===== config.mk =====
export PLATFORM = sky130hd
export DESIGN_NAME = led_blink_sequencer_flat
export DESIGN_NICKNAME = d
export VERILOG_FILES = /design/src/sv/lbs_pkg.sv /design/src/sv/lbs_req_if.sv /design/src/sv/lbs_rsp_if.sv /design/src/sv/led_blink_sequencer.sv /design/src/flat_wrapper.sv
export VERILOG_INCLUDE_DIRS = /design/src /design/src/sv
export SDC_FILE = /design/constraint.sdc
export NUM_CORES = 2
export LEC_CHECK = 0
export ABC_CLOCK_PERIOD_IN_PS = 4200
export BUFFER_PORTS_ARGS = -buffer_cell sky130_fd_sc_hd__buf_2
export CAP_MARGIN = 20
export CORE_MARGIN = 2
export CORE_UTILIZATION = 45
export DETAILED_ROUTE_END_ITERATION = 8
export PLACE_DENSITY_LB_ADDON = 0.08
export SETUP_SLACK_MARGIN = 0.1
export SYNTH_ARGS = -nofsm -noshare
export SYNTH_HDL_FRONTEND = slang
export SYNTH_SLANG_ARGS = --single-unit

===== constraint.sdc =====
create_clock -name clk_i -period 4.2 [get_ports clk_i]
set_input_delay 0.63 -clock clk_i [delete_from_list [all_inputs] [get_ports clk_i]]
set_output_delay 0.63 -clock clk_i [all_outputs]
set_load 0.01 [all_outputs]

===== src/sv/assert_macros.svh =====
// ----------------------------------------------------------------------------
// Assertion macros
// Shared concurrent assertion wrappers, clocked on clk_i, reset on rst_ni.
// ----------------------------------------------------------------------------
`ifndef ASSERT_MACROS_SVH
`define ASSERT_MACROS_SVH

// Property must hold at every edge outside reset.
`define LBS_ASSERT(lbl, prop, msg) \
  lbl: assert property (@(posedge clk_i) disable iff (!rst_ni) (prop)) \
    else $error(msg);

// Condition must never be seen outside reset.
`define LBS_ASSERT_NEVER(lbl, cond, msg) \
  lbl: assert property (@(posedge clk_i) disable iff (!rst_ni) !(cond)) \
    else $error(msg);

`endif


===== src/sv/lbs_pkg.sv =====
// ----------------------------------------------------------------------------
// LED blink sequencer package
// Command and mode codes, item field widths and shared helpers.
// ----------------------------------------------------------------------------
package lbs_pkg;

  localparam int unsigned REQ_W   = 3;
  localparam int unsigned IDX_W   = 2;
  localparam int unsigned TIME_W  = 32;
  localparam int unsigned CNT_W   = 8;
  localparam int unsigned SLOT_W  = 5;
  localparam int unsigned LEN_W   = 8;
  localparam int unsigned WORD_W  = 16;
  localparam int unsigned BITS_W  = 2;

  localparam logic [CNT_W-1:0] FOREVER     = 8'd255;
  localparam logic [LEN_W-1:0] MIN_PATTERN = 8'd2;

  typedef enum logic [REQ_W-1:0] {
    REQ_TICK  = 3'd0,
    REQ_ON    = 3'd1,
    REQ_OFF   = 3'd2,
    REQ_BLINK = 3'd3,
    REQ_WORD  = 3'd4,
    REQ_START = 3'd5
  } req_e;

  typedef enum logic [2:0] {
    MODE_ON        = 3'd0,
    MODE_OFF       = 3'd1,
    MODE_BLINK_ON  = 3'd2,
    MODE_BLINK_OFF = 3'd3,
    MODE_PATTERN   = 3'd4
  } mode_e;

  typedef logic [BITS_W-1:0] led_bits_t;

  typedef struct packed {
    led_bits_t led_levels;
    led_bits_t timers_running;
    logic      rejected;
  } rsp_item_t;

  // Clamp a millisecond value to 16 bits.
  function automatic logic [WORD_W-1:0] sat16(input logic [TIME_W-1:0] v);
    return (|v[TIME_W-1:WORD_W]) ? {WORD_W{1'b1}} : v[WORD_W-1:0];
  endfunction

endpackage


===== src/sv/lbs_req_if.sv =====
// ----------------------------------------------------------------------------
// LED blink sequencer command channel
// Valid/ready channel carrying one command item.
// ----------------------------------------------------------------------------
interface lbs_req_if;
  logic                              valid;
  logic                              ready;
  logic [lbs_pkg::REQ_W-1:0]         req_type;
  logic [lbs_pkg::IDX_W-1:0]         led_index;
  logic [lbs_pkg::TIME_W-1:0]        time_ms;
  logic [lbs_pkg::CNT_W-1:0]         repeat_count;
  logic [lbs_pkg::SLOT_W-1:0]        pattern_slot;
  logic [lbs_pkg::LEN_W-1:0]         pattern_length;

  modport source (
    output valid, req_type, led_index, time_ms, repeat_count, pattern_slot,
           pattern_length,
    input  ready
  );
  modport sink (
    input  valid, req_type, led_index, time_ms, repeat_count, pattern_slot,
           pattern_length,
    output ready
  );
endinterface


===== src/sv/lbs_rsp_if.sv =====
// ----------------------------------------------------------------------------
// LED blink sequencer status channel
// Valid/ready channel carrying one status item per command.
// ----------------------------------------------------------------------------
interface lbs_rsp_if;
  logic                       valid;
  logic                       ready;
  logic [lbs_pkg::BITS_W-1:0] led_levels;
  logic [lbs_pkg::BITS_W-1:0] timers_running;
  logic                       rejected;

  modport source (output valid, led_levels, timers_running, rejected, input ready);
  modport sink   (input valid, led_levels, timers_running, rejected, output ready);
endinterface


===== src/sv/led_blink_sequencer.sv =====
// ----------------------------------------------------------------------------
// LED blink sequencer
// Per-LED on/off timeouts, counted blinking and stored duration patterns.
// ----------------------------------------------------------------------------
//
//   channel | dir | handshake     | payload
//   --------+-----+---------------+-----------------------------------------
//   req_i   | in  | valid / ready | req_type, led_index, time_ms,
//           |     |               | repeat_count, pattern_slot, pattern_length
//   rsp_o   | out | valid / ready | led_levels, timers_running, rejected
//
// One command item per cycle while req_i.ready is high. Each item is resolved
// in the cycle it is accepted; its status item sits in a two-entry output
// queue and is shown on rsp_o from there. req_i.ready drops only while both
// queue entries wait. The pattern store is a synchronous RAM read ahead, at
// each LED's next pattern position, with same-cycle write forwarding; per-entry
// valid bits make every entry read as zero after reset, so no clearing pass.
// ----------------------------------------------------------------------------
module led_blink_sequencer #(
  parameter int unsigned LED_COUNT     = 2,
  parameter int unsigned PATTERN_DEPTH = 20
) (
  input logic         clk_i,
  input logic         rst_ni,
  lbs_req_if.sink     req_i,
  lbs_rsp_if.source   rsp_o
);

  `include "assert_macros.svh"

  localparam int unsigned MemDepth = LED_COUNT * PATTERN_DEPTH;
  localparam int unsigned AddrW    = $clog2(MemDepth);
  localparam int unsigned PosW     = $clog2(PATTERN_DEPTH + 1);
  localparam int unsigned LedW     = (LED_COUNT > 1) ? $clog2(LED_COUNT) : 1;
  localparam int unsigned WordW    = lbs_pkg::WORD_W;
  localparam int unsigned TimeW    = lbs_pkg::TIME_W;
  localparam int unsigned CntW     = lbs_pkg::CNT_W;

  // --------------------------------------------------------------------------
  // Per-LED state (one lane per LED)
  // --------------------------------------------------------------------------
  logic [LED_COUNT-1:0]                 level_q, level_d;
  lbs_pkg::mode_e [LED_COUNT-1:0]       mode_q, mode_d;
  logic [LED_COUNT-1:0][CntW-1:0]       rep_q, rep_d;
  logic [LED_COUNT-1:0][WordW-1:0]      hp_q, hp_d;
  logic [LED_COUNT-1:0][PosW-1:0]       used_q, used_d;
  logic [LED_COUNT-1:0][PosW-1:0]       pos_q, pos_d;
  logic [LED_COUNT-1:0][TimeW-1:0]      tl_q, tl_d;
  logic [LED_COUNT-1:0]                 on_q, on_d;
  // Shadow of pattern word 0 per LED, needed the cycle a pattern starts.
  logic [LED_COUNT-1:0][WordW-1:0]      w0_q, w0_d;

  // --------------------------------------------------------------------------
  // Pattern store
  // --------------------------------------------------------------------------
  logic [WordW-1:0]      mem [MemDepth];
  logic [MemDepth-1:0]   vld_q;
  logic [WordW-1:0]      rd_q [LED_COUNT];
  logic [LED_COUNT-1:0]  rdv_q;
  logic [AddrW-1:0]      rd_addr [LED_COUNT];
  logic                  wr_en;
  logic [AddrW-1:0]      wr_addr;
  logic [WordW-1:0]      wr_data;

  // --------------------------------------------------------------------------
  // Command decode
  // --------------------------------------------------------------------------
  logic                  in_fire;
  logic                  out_fire;
  logic                  in_ready;
  logic                  rej;
  logic                  led_bad;
  logic                  slot_bad;
  logic                  is_tick;
  logic                  cmd_ok;
  logic [LedW-1:0]       led_sel;
  logic [WordW-1:0]      tms_sat;
  logic [PosW-1:0]       len_clip;
  lbs_pkg::req_e         req;

  assign req      = lbs_pkg::req_e'(req_i.req_type);
  assign in_fire  = req_i.valid && in_ready;
  assign out_fire = rsp_o.valid && rsp_o.ready;
  assign led_sel  = LedW'(req_i.led_index);
  assign led_bad  = 32'(req_i.led_index) >= LED_COUNT;
  assign slot_bad = 32'(req_i.pattern_slot) >= PATTERN_DEPTH;
  assign is_tick  = (req == lbs_pkg::REQ_TICK);
  assign tms_sat  = lbs_pkg::sat16(req_i.time_ms);
  assign len_clip = (32'(req_i.pattern_length) > PATTERN_DEPTH) ?
                    PosW'(PATTERN_DEPTH) : PosW'(req_i.pattern_length);

  always_comb begin
    unique case (req)
      lbs_pkg::REQ_TICK:  rej = 1'b0;
      lbs_pkg::REQ_ON,
      lbs_pkg::REQ_OFF,
      lbs_pkg::REQ_BLINK: rej = led_bad;
      lbs_pkg::REQ_WORD:  rej = led_bad || slot_bad;
      lbs_pkg::REQ_START: rej = led_bad || (req_i.pattern_length < lbs_pkg::MIN_PATTERN);
      default:            rej = 1'b1;  // undefined request codes
    endcase
  end

  assign cmd_ok  = in_fire && !is_tick && !rej;
  assign wr_en   = cmd_ok && (req == lbs_pkg::REQ_WORD);
  assign wr_addr = AddrW'(32'(led_sel) * PATTERN_DEPTH + 32'(req_i.pattern_slot));
  assign wr_data = tms_sat;

  // --------------------------------------------------------------------------
  // Next state: tick runs every LED's timer, commands hit one LED
  // --------------------------------------------------------------------------
  always_comb begin
    logic [WordW-1:0] nxt_word;
    logic [PosW-1:0]  pos_inc;
    level_d = level_q;
    mode_d  = mode_q;
    rep_d   = rep_q;
    hp_d    = hp_q;
    used_d  = used_q;
    pos_d   = pos_q;
    tl_d    = tl_q;
    on_d    = on_q;
    w0_d    = w0_q;
    for (int i = 0; i < LED_COUNT; i++) begin
      // Word at this LED's current pattern position (zero if never written).
      nxt_word = rdv_q[i] ? rd_q[i] : '0;
      pos_inc  = pos_q[i] + PosW'(1);
      if (in_fire && is_tick) begin
        if (on_q[i]) begin
          if (tl_q[i] <= TimeW'(1)) begin
            tl_d[i] = '0;
            on_d[i] = 1'b0;
            unique case (mode_q[i])
              lbs_pkg::MODE_ON:  level_d[i] = 1'b0;
              lbs_pkg::MODE_OFF: level_d[i] = 1'b1;
              lbs_pkg::MODE_BLINK_ON: begin
                level_d[i] = 1'b0;
                if (rep_q[i] == CntW'(1)) begin
                  // last counted blink done
                  rep_d[i]  = '0;
                  mode_d[i] = lbs_pkg::MODE_OFF;
                end else begin
                  if (rep_q[i] != '0 && rep_q[i] != lbs_pkg::FOREVER) begin
                    rep_d[i] = rep_q[i] - CntW'(1);
                  end
                  mode_d[i] = lbs_pkg::MODE_BLINK_OFF;
                  tl_d[i]   = TimeW'(hp_q[i]);
                  on_d[i]   = 1'b1;
                end
              end
              lbs_pkg::MODE_BLINK_OFF: begin
                level_d[i] = 1'b1;
                mode_d[i]  = lbs_pkg::MODE_BLINK_ON;
                tl_d[i]    = TimeW'(hp_q[i]);
                on_d[i]    = 1'b1;
              end
              lbs_pkg::MODE_PATTERN: begin
                if (rep_q[i] == '0) begin
                  level_d[i] = 1'b0;
                  mode_d[i]  = lbs_pkg::MODE_OFF;
                end else begin
                  level_d[i] = ~pos_q[i][0];  // lit on even positions
                  tl_d[i]    = TimeW'(nxt_word);
                  on_d[i]    = 1'b1;
                  if (pos_inc >= used_q[i]) begin
                    pos_d[i] = '0;
                    if (rep_q[i] != lbs_pkg::FOREVER) begin
                      rep_d[i] = rep_q[i] - CntW'(1);
                    end
                  end else begin
                    pos_d[i] = pos_inc;
                  end
                end
              end
              default: ;
            endcase
          end else begin
            tl_d[i] = tl_q[i] - TimeW'(1);
          end
        end
      end else if (cmd_ok && (led_sel == LedW'(i))) begin
        unique case (req)
          lbs_pkg::REQ_ON, lbs_pkg::REQ_OFF: begin
            level_d[i] = (req == lbs_pkg::REQ_ON);
            mode_d[i]  = (req == lbs_pkg::REQ_ON) ? lbs_pkg::MODE_ON : lbs_pkg::MODE_OFF;
            tl_d[i]    = req_i.time_ms;
            on_d[i]    = (req_i.time_ms != '0);
          end
          lbs_pkg::REQ_BLINK: begin
            hp_d[i]    = tms_sat;
            level_d[i] = 1'b0;
            mode_d[i]  = lbs_pkg::MODE_BLINK_OFF;
            tl_d[i]    = TimeW'(tms_sat);
            on_d[i]    = 1'b1;
            rep_d[i]   = req_i.repeat_count;
          end
          lbs_pkg::REQ_WORD: begin
            if (req_i.pattern_slot == '0) begin
              w0_d[i] = tms_sat;
            end
          end
          lbs_pkg::REQ_START: begin
            level_d[i] = 1'b1;
            mode_d[i]  = lbs_pkg::MODE_PATTERN;
            used_d[i]  = len_clip;
            rep_d[i]   = req_i.repeat_count;
            tl_d[i]    = TimeW'(w0_q[i]);
            on_d[i]    = 1'b1;
            pos_d[i]   = PosW'(1);
          end
          default: ;
        endcase
      end
    end
  end

  always_ff @(posedge clk_i or negedge rst_ni) begin
    if (!rst_ni) begin
      level_q <= '0;
      for (int i = 0; i < LED_COUNT; i++) begin
        mode_q[i] <= lbs_pkg::MODE_OFF;
      end
      rep_q   <= '0;
      hp_q    <= '0;
      used_q  <= '0;
      pos_q   <= '0;
      tl_q    <= '0;
      on_q    <= '0;
      w0_q    <= '0;
    end else begin
      level_q <= level_d;
      mode_q  <= mode_d;
      rep_q   <= rep_d;
      hp_q    <= hp_d;
      used_q  <= used_d;
      pos_q   <= pos_d;
      tl_q    <= tl_d;
      on_q    <= on_d;
      w0_q    <= w0_d;
    end
  end

  // --------------------------------------------------------------------------
  // Pattern RAM: read at next position, forward a same-cycle write
  // --------------------------------------------------------------------------
  always_comb begin
    for (int i = 0; i < LED_COUNT; i++) begin
      rd_addr[i] = (32'(pos_d[i]) >= PATTERN_DEPTH) ? AddrW'(i * PATTERN_DEPTH) :
                   AddrW'(i * PATTERN_DEPTH + 32'(pos_d[i]));
    end
  end

  always_ff @(posedge clk_i) begin
    if (wr_en) begin
      mem[wr_addr] <= wr_data;
    end
    for (int i = 0; i < LED_COUNT; i++) begin
      rd_q[i] <= (wr_en && (wr_addr == rd_addr[i])) ? wr_data : mem[rd_addr[i]];
    end
  end

  always_ff @(posedge clk_i or negedge rst_ni) begin
    if (!rst_ni) begin
      vld_q <= '0;
      rdv_q <= '0;
    end else begin
      if (wr_en) begin
        vld_q[wr_addr] <= 1'b1;
      end
      for (int i = 0; i < LED_COUNT; i++) begin
        rdv_q[i] <= vld_q[rd_addr[i]] || (wr_en && (wr_addr == rd_addr[i]));
      end
    end
  end

  // --------------------------------------------------------------------------
  // Two-entry status queue
  // --------------------------------------------------------------------------
  lbs_pkg::rsp_item_t res_d;
  lbs_pkg::rsp_item_t buf_q [2];
  logic               wp_q, rp_q;
  logic [1:0]         cnt_q;

  assign res_d.led_levels     = lbs_pkg::led_bits_t'(level_d);
  assign res_d.timers_running = lbs_pkg::led_bits_t'(on_d);
  assign res_d.rejected       = rej;

  assign in_ready             = (cnt_q != 2'd2);
  assign req_i.ready          = in_ready;
  assign rsp_o.valid          = (cnt_q != 2'd0);
  assign rsp_o.led_levels     = buf_q[rp_q].led_levels;
  assign rsp_o.timers_running = buf_q[rp_q].timers_running;
  assign rsp_o.rejected       = buf_q[rp_q].rejected;

  always_ff @(posedge clk_i) begin
    if (in_fire) begin
      buf_q[wp_q] <= res_d;
    end
  end

  always_ff @(posedge clk_i or negedge rst_ni) begin
    if (!rst_ni) begin
      wp_q  <= 1'b0;
      rp_q  <= 1'b0;
      cnt_q <= 2'd0;
    end else begin
      wp_q <= wp_q ^ in_fire;
      rp_q <= rp_q ^ out_fire;
      case ({in_fire, out_fire})
        2'b10:   cnt_q <= cnt_q + 2'd1;
        2'b01:   cnt_q <= cnt_q - 2'd1;
        default: cnt_q <= cnt_q;
      endcase
    end
  end

  // --------------------------------------------------------------------------
  // Assertions
  // --------------------------------------------------------------------------
  for (genvar g = 0; g < LED_COUNT; g++) begin : g_chk
    `LBS_ASSERT(a_pos_range, (mode_q[g] == lbs_pkg::MODE_PATTERN) |-> (pos_q[g] < used_q[g]), "pattern position past used length")
    `LBS_ASSERT_NEVER(a_idle_timer, !on_q[g] && (tl_q[g] != '0), "stopped timer holds a count")
  end
  `LBS_ASSERT(a_rej_hold, (in_fire && rej) |=> ($stable(level_q) && $stable(on_q)), "rejected command changed LED state")
  `LBS_ASSERT(a_queue_fill, (in_fire && !out_fire) |=> (cnt_q == $past(cnt_q) + 2'd1), "status queue count slipped")

endmodule

===== src/flat_wrapper.sv =====
// flat-port wrapper written by rule: the top's interface ports become plain ports
module led_blink_sequencer_flat 
#(
  parameter int unsigned LED_COUNT     = 2,
  parameter int unsigned PATTERN_DEPTH = 20
)
  (clk_i, rst_ni, req_i_valid, req_i_req_type, req_i_led_index, req_i_time_ms, req_i_repeat_count, req_i_pattern_slot, req_i_pattern_length, req_i_ready, rsp_o_valid, rsp_o_led_levels, rsp_o_timers_running, rsp_o_rejected, rsp_o_ready);
  lbs_req_if req_i_i ();
  lbs_rsp_if rsp_o_i ();
  input logic clk_i;
  input logic rst_ni;
  input wire logic [$bits(req_i_i.valid)-1:0] req_i_valid;
  input wire logic [$bits(req_i_i.req_type)-1:0] req_i_req_type;
  input wire logic [$bits(req_i_i.led_index)-1:0] req_i_led_index;
  input wire logic [$bits(req_i_i.time_ms)-1:0] req_i_time_ms;
  input wire logic [$bits(req_i_i.repeat_count)-1:0] req_i_repeat_count;
  input wire logic [$bits(req_i_i.pattern_slot)-1:0] req_i_pattern_slot;
  input wire logic [$bits(req_i_i.pattern_length)-1:0] req_i_pattern_length;
  output wire logic [$bits(req_i_i.ready)-1:0] req_i_ready;
  output wire logic [$bits(rsp_o_i.valid)-1:0] rsp_o_valid;
  output wire logic [$bits(rsp_o_i.led_levels)-1:0] rsp_o_led_levels;
  output wire logic [$bits(rsp_o_i.timers_running)-1:0] rsp_o_timers_running;
  output wire logic [$bits(rsp_o_i.rejected)-1:0] rsp_o_rejected;
  input wire logic [$bits(rsp_o_i.ready)-1:0] rsp_o_ready;
  assign req_i_i.valid = req_i_valid;
  assign req_i_i.req_type = req_i_req_type;
  assign req_i_i.led_index = req_i_led_index;
  assign req_i_i.time_ms = req_i_time_ms;
  assign req_i_i.repeat_count = req_i_repeat_count;
  assign req_i_i.pattern_slot = req_i_pattern_slot;
  assign req_i_i.pattern_length = req_i_pattern_length;
  assign req_i_ready = req_i_i.ready;
  assign rsp_o_valid = rsp_o_i.valid;
  assign rsp_o_led_levels = rsp_o_i.led_levels;
  assign rsp_o_timers_running = rsp_o_i.timers_running;
  assign rsp_o_rejected = rsp_o_i.rejected;
  assign rsp_o_i.ready = rsp_o_ready;
  led_blink_sequencer #(.LED_COUNT(LED_COUNT), .PATTERN_DEPTH(PATTERN_DEPTH)) u_core (.clk_i(clk_i), .rst_ni(rst_ni), .req_i(req_i_i), .rsp_o(rsp_o_i));
endmodule

==> results <==
- The final worst clock skew is ~0.046 ns.
- Summed over all failing endpoints, the final setup total negative slack is -0.6624 ns.
- The routability congestion estimate from global placement is 1.005.
- The clock tree root buffer cell is clkbuf_16.
- In this run the vertical extent of the chip is 311.4 um.
- In the synthesized netlist, mux cells make up 3.448% of the area.
- The signal on the critical path passes through nor4_2 -> buf_4 -> nand4_1 -> nor4_4 -> nand2_2 -> mux2_4 -> inv_4 -> ha_4 -> buf_4 -> nand2_1 -> o21ai_2 -> buf_4 -> a21oi_1 -> buf_4 -> o211ai_1 -> buf_4 -> a31oi_4 -> mux2i_1.
- The CTS tree is built.
- The number of nets in the layout is 4491.
- The routed design could run at a clock period as short as between 4 and 5 ns.
- The first global-routing pass estimated roughly 240000 um of wire.
- In the synthesized netlist the async set-or-reset flop fraction comes to 24.39%.
- In the global route stage, overall resource usage came out at between 30% and 40%.
- The initial standard-cell utilization of the core is 45.50%.
- The start-to-end type of the worst setup path is reg2reg.
- The number of enable flip-flop cells after synthesis is 650.
- The number of max-cap violations is 0.
- The launch point of the worst hold path is req_i_pattern_length[3].
- Once detailed placement completed, the half-perimeter wirelength came to 114800 um.
- The initial antenna violation count is 5.
- On the worst path, the slowest cell contributes a delay of approximately 0.55 ns.
- After Yosys synthesis, full adders, half adders and majority gates account for 0.8826% of the synthesized area.
- The largest voltage drop on the vdd net is 0.3285 mV.
- The number of distinct library cells after synthesis is 94.
- Before antenna repair, the detailed router went through 6 iterations.
- The first-iteration detailed-routing DRC count is 5223.
- With fillers left out, the area of the finished cells amounts to 54460 sq um.
- The kind of end point of the critical path is a register.
- Across all register-to-register paths, the minimum setup slack is -0.15 ns.
- The final reports fail on setup timing.
- The relative slew slack is 40.87%.
- The most critical setup path has its startpoint at u_core.tl_q[55]$_DFFE_PN0P_.
- The cell with the largest stage delay on the worst path is o211ai_1.
- The reported leakage power is 21.51 nW.
- Based on the critical path, the design can be clocked at up to roughly 230 MHz.
- Once placement finished, the instance area stood at ~48000 sq um.
- The number of pins exceeding their max-slew limit in the final report was 0.
- The cell row count is between 100 and 150.
- The flop and latch count out of synthesis is 902.
- After detailed routing, the number of remaining DRC violations is 0.
- The overall power of the completed layout is 0.02485 W.
- The routed layout has about 36000 vias.
- The worst hold-check slack is 0.2986 ns.
- The post-route fraction of the period consumed by the critical path is 103.6%.
- The count of boundary I/O pins is 69.
- Yosys printed 0 warnings.
- The area fraction in compound gates after synthesis is 17.97%.
- The sink count of the clock tree is 902.
- The final worst setup slack is -0.1494 ns.
- The count of buffers added on input and output ports is 68.
- The via count of the first global-routing pass is 34140.
- The die covers slightly below 100000 sq um.
- The nature of the critical path startpoint is a register.
- When the netlist entered floorplanning its net count stood at a little under 4000.
- The cell occurring most often along the worst timing path is buf_4.
- The cell count after synthesis is 3855.
- In this run the remaining antenna-violating nets after routing total 0.
- In the synthesized netlist the dominant register cell turns out to be edfxtp_1.
- The run finished, with violations left.
- The final setup violation count is 10.
- After clock tree synthesis, the clock-pin slew on the worst setup and hold paths is approximately 0.06 ns.
- The post-detailed-route via-to-cell ratio is 6.331.
- In this run the worst path has a maximum fanout of 7.
- The total overflow left after global routing is 0.
- The worst path arrival time is 4.97 ns.
- The synthesized netlist devotes 13.44% of its cell area to simple gates.
- The buffer levels on the longest clock path is 3.
- After Yosys synthesis, XOR and XNOR cells account for less than 1% of the synthesized area.
- Setup repair after global routing could not meet its margin everywhere.
- The synthesized area is 42530 sq um.
- In this run the critical register-to-register path is launched from u_core.tl_q[55]$_DFFE_PN0P_.
- The worst slack at placement is -0.5602 ns.
- The type of the most critical hold path is in2reg.
- The share of final-layout standard cells stronger than drive strength 1 is 26.66%.
- The count of final hold-check violations is 0.
- Dividing total power by cell area gives a power density of 456.2 nW/um^2.
- The routed design has 170600 um of wire.
- After synthesis, the largest family of logic cells by area is compound AO/OA/AOI/OAI gates.
- The measured slew at the worst slew-check pin is approximately 0.86 ns.
- From synthesis to final layout, the design area changed by 28.06%.
- Each instance of the synthesized netlist takes up on average 11.03 sq um.
- At the later pin of the worst-skew pair, clock insertion delay measures approximately 0.70 ns.
- At the worst endpoint, the required time is between 4 and 5 ns.
- The clock tree synthesis step divided the H-tree into 3 levels.
- The number of clock buffers added by TritonCTS is 99.
- Of the synthesized area, sequential elements account for 60.35%.
- The maximum number of pins on one net before global-route repair is 88.
- The die is about 310 um wide.
- In the final routed layout, each cell accounts on average for 29.72 um.
- The region available for standard cell placement spans 93470 sq um.
[cells in the final DEF, fill, tap and decap left out, types with 21 or more instances in the layout]
cell       Yosys  layout
nor2_2         1      25
clkbuf_16      0     113
mux2i_1       79      74
a21boi_0      24      21
ha_1          30      24
nand2_1      551     540
o22ai_1       28      25
o211ai_1      37      37
a21oi_1      318     298
a22oi_1       36      35
a31oi_1       71      54
buf_4          6     477
a211oi_2       1      24
or2_2         43      42
nand3_1      123     118
clkinv_2       0      21
a221oi_1      45      41
buf_2         87      70
o221ai_1      75      68
a211oi_1      80      50
a22o_1        34      34
or3_1         25      23
o21ai_1        8      27
nor3_1        87      71
clkbuf_1     137      28
nor4_1        55      42
buf_6          1      51
dfxtp_1       32      32
dfrtp_1      218     217
mux2_2        44      42
inv_1         78      73
nor2_1       245     218
buf_12         0      75
edfxtp_1     650     650
o21ai_0      278     242
[state kept, by name, indices dropped and copies added (netlist names)]
register        cells
u_core.vld_q       40
u_core.on_q         2
u_core.rep_q       16
u_core.cnt_q        2
u_core.rdv_q        2
u_core.tl_q        64
u_core.buf_q       10
u_core.hp_q        32
u_core.mem        640
u_core.w0_q        32
u_core.level_q      2
u_core.used_q      10
u_core.pos_q       10
u_core.rd_q        32
u_core.rp_q         1
u_core.wp_q         1
u_core.mode_q       6
[critical path, delay by kind of cell (launching register included)]
family	cells	cell delay, ns
DFF	1	0.38
buffers and inverters	6	1.03
adders and majority gates	1	0.15
AOI/OAI and AO/OA	4	0.93
and+or+nand+nor	5	1.27
muxes	2	0.53
[kinds of logic after synthesis]
kind of cell	Yosys count
XOR/XNOR	30
AND/OR/NAND/NOR	1247
flip-flops	902
adder cells (fa/ha/maj)	30
buffers and inverters	336
AO/OA/AOI/OAI	1179
multiplexers	131
[per-stage QoR]
step | util [%] | std cells
floorplan | - | 3855
CTS | 56.34 | 5671
detailed placement | 51.80 | 5470
global route | 58.26 | 5737
global placement | 51.78 | 5468
finish | 58.27 | 5740
[path summary, 6_finish.rpt]
| kind | end | cells past startpoint |
|---|---|---|
| setup / recovery | u_core.rd_q[0][25]$_DFF_P_ | 18 |
| setup reg to reg | u_core.rd_q[0][25]$_DFF_P_ | 18 |
| hold / removal | u_core.used_q[3]$_DFFE_PN0P_ | 3 |
| hold reg to reg | u_core.vld_q[21]$_DFFE_PN0P_ | 1 |
| min in group asynchronous | u_core.rep_q[11]$_DFFE_PN0P_ | 2 |
| max in group asynchronous | u_core.w0_q[12]$_DFFE_PN0P_ | 3 |
[per-layer routing]
metal / wire [um] / global-route usage, %
met1: 68540 / 47.11
met2: 75390 / 51.33
met3: 17430 / 6.589
met4: 9246 / 15.38
met5: 13 / 0
[synthesized netlist by cell type, drive strengths merged (43+ instances only)]
cell type  count  area (sq um)
edfxtp       650         19520
nand2        552          2074
a21oi        318          1592
o21ai        287          1440
nor2         246         925.9
dfrtp        218          5455
clkbuf       137         514.2
nand3        123         615.6
buf          118         581.8
nor3          91         481.7
a211oi        81         613.1
inv           80         300.3
mux2i         79         790.8
o221ai        75         656.9
a31oi         71         444.2
nor4          61         445.4
a221oi        45         394.1
mux2          44         495.5
or2           43         269.0
[where the power goes]
part / switching (W) / internal, W
clock: 0.00368 / 0.00485
sequential: 0.000594 / 0.0101
combinational: 0.00322 / 0.00237
[what timing repair did]
item	in CTS	in global routing
gates cloned	1	16
endpoints found under the setup margin	34	32
hold buffers	1	0
setup buffers	15	52
pin swaps	41	106
endpoints found under the hold margin	4	0
gates resized for setup	184	232
[final cells by class]
type	instances	area (sq um)
Antenna cell	3	7.507
Clock buffer	137	2720
Clock inverter	48	437.9
Fill cell	7894	39010
Inverter	81	340.3
Multi-Input combinational cell	2618	17190
Sequential cell	902	25670
Tap cell	1254	1569
Timing Repair Buffer	697	6525
(Power assumes the default switching activity.)
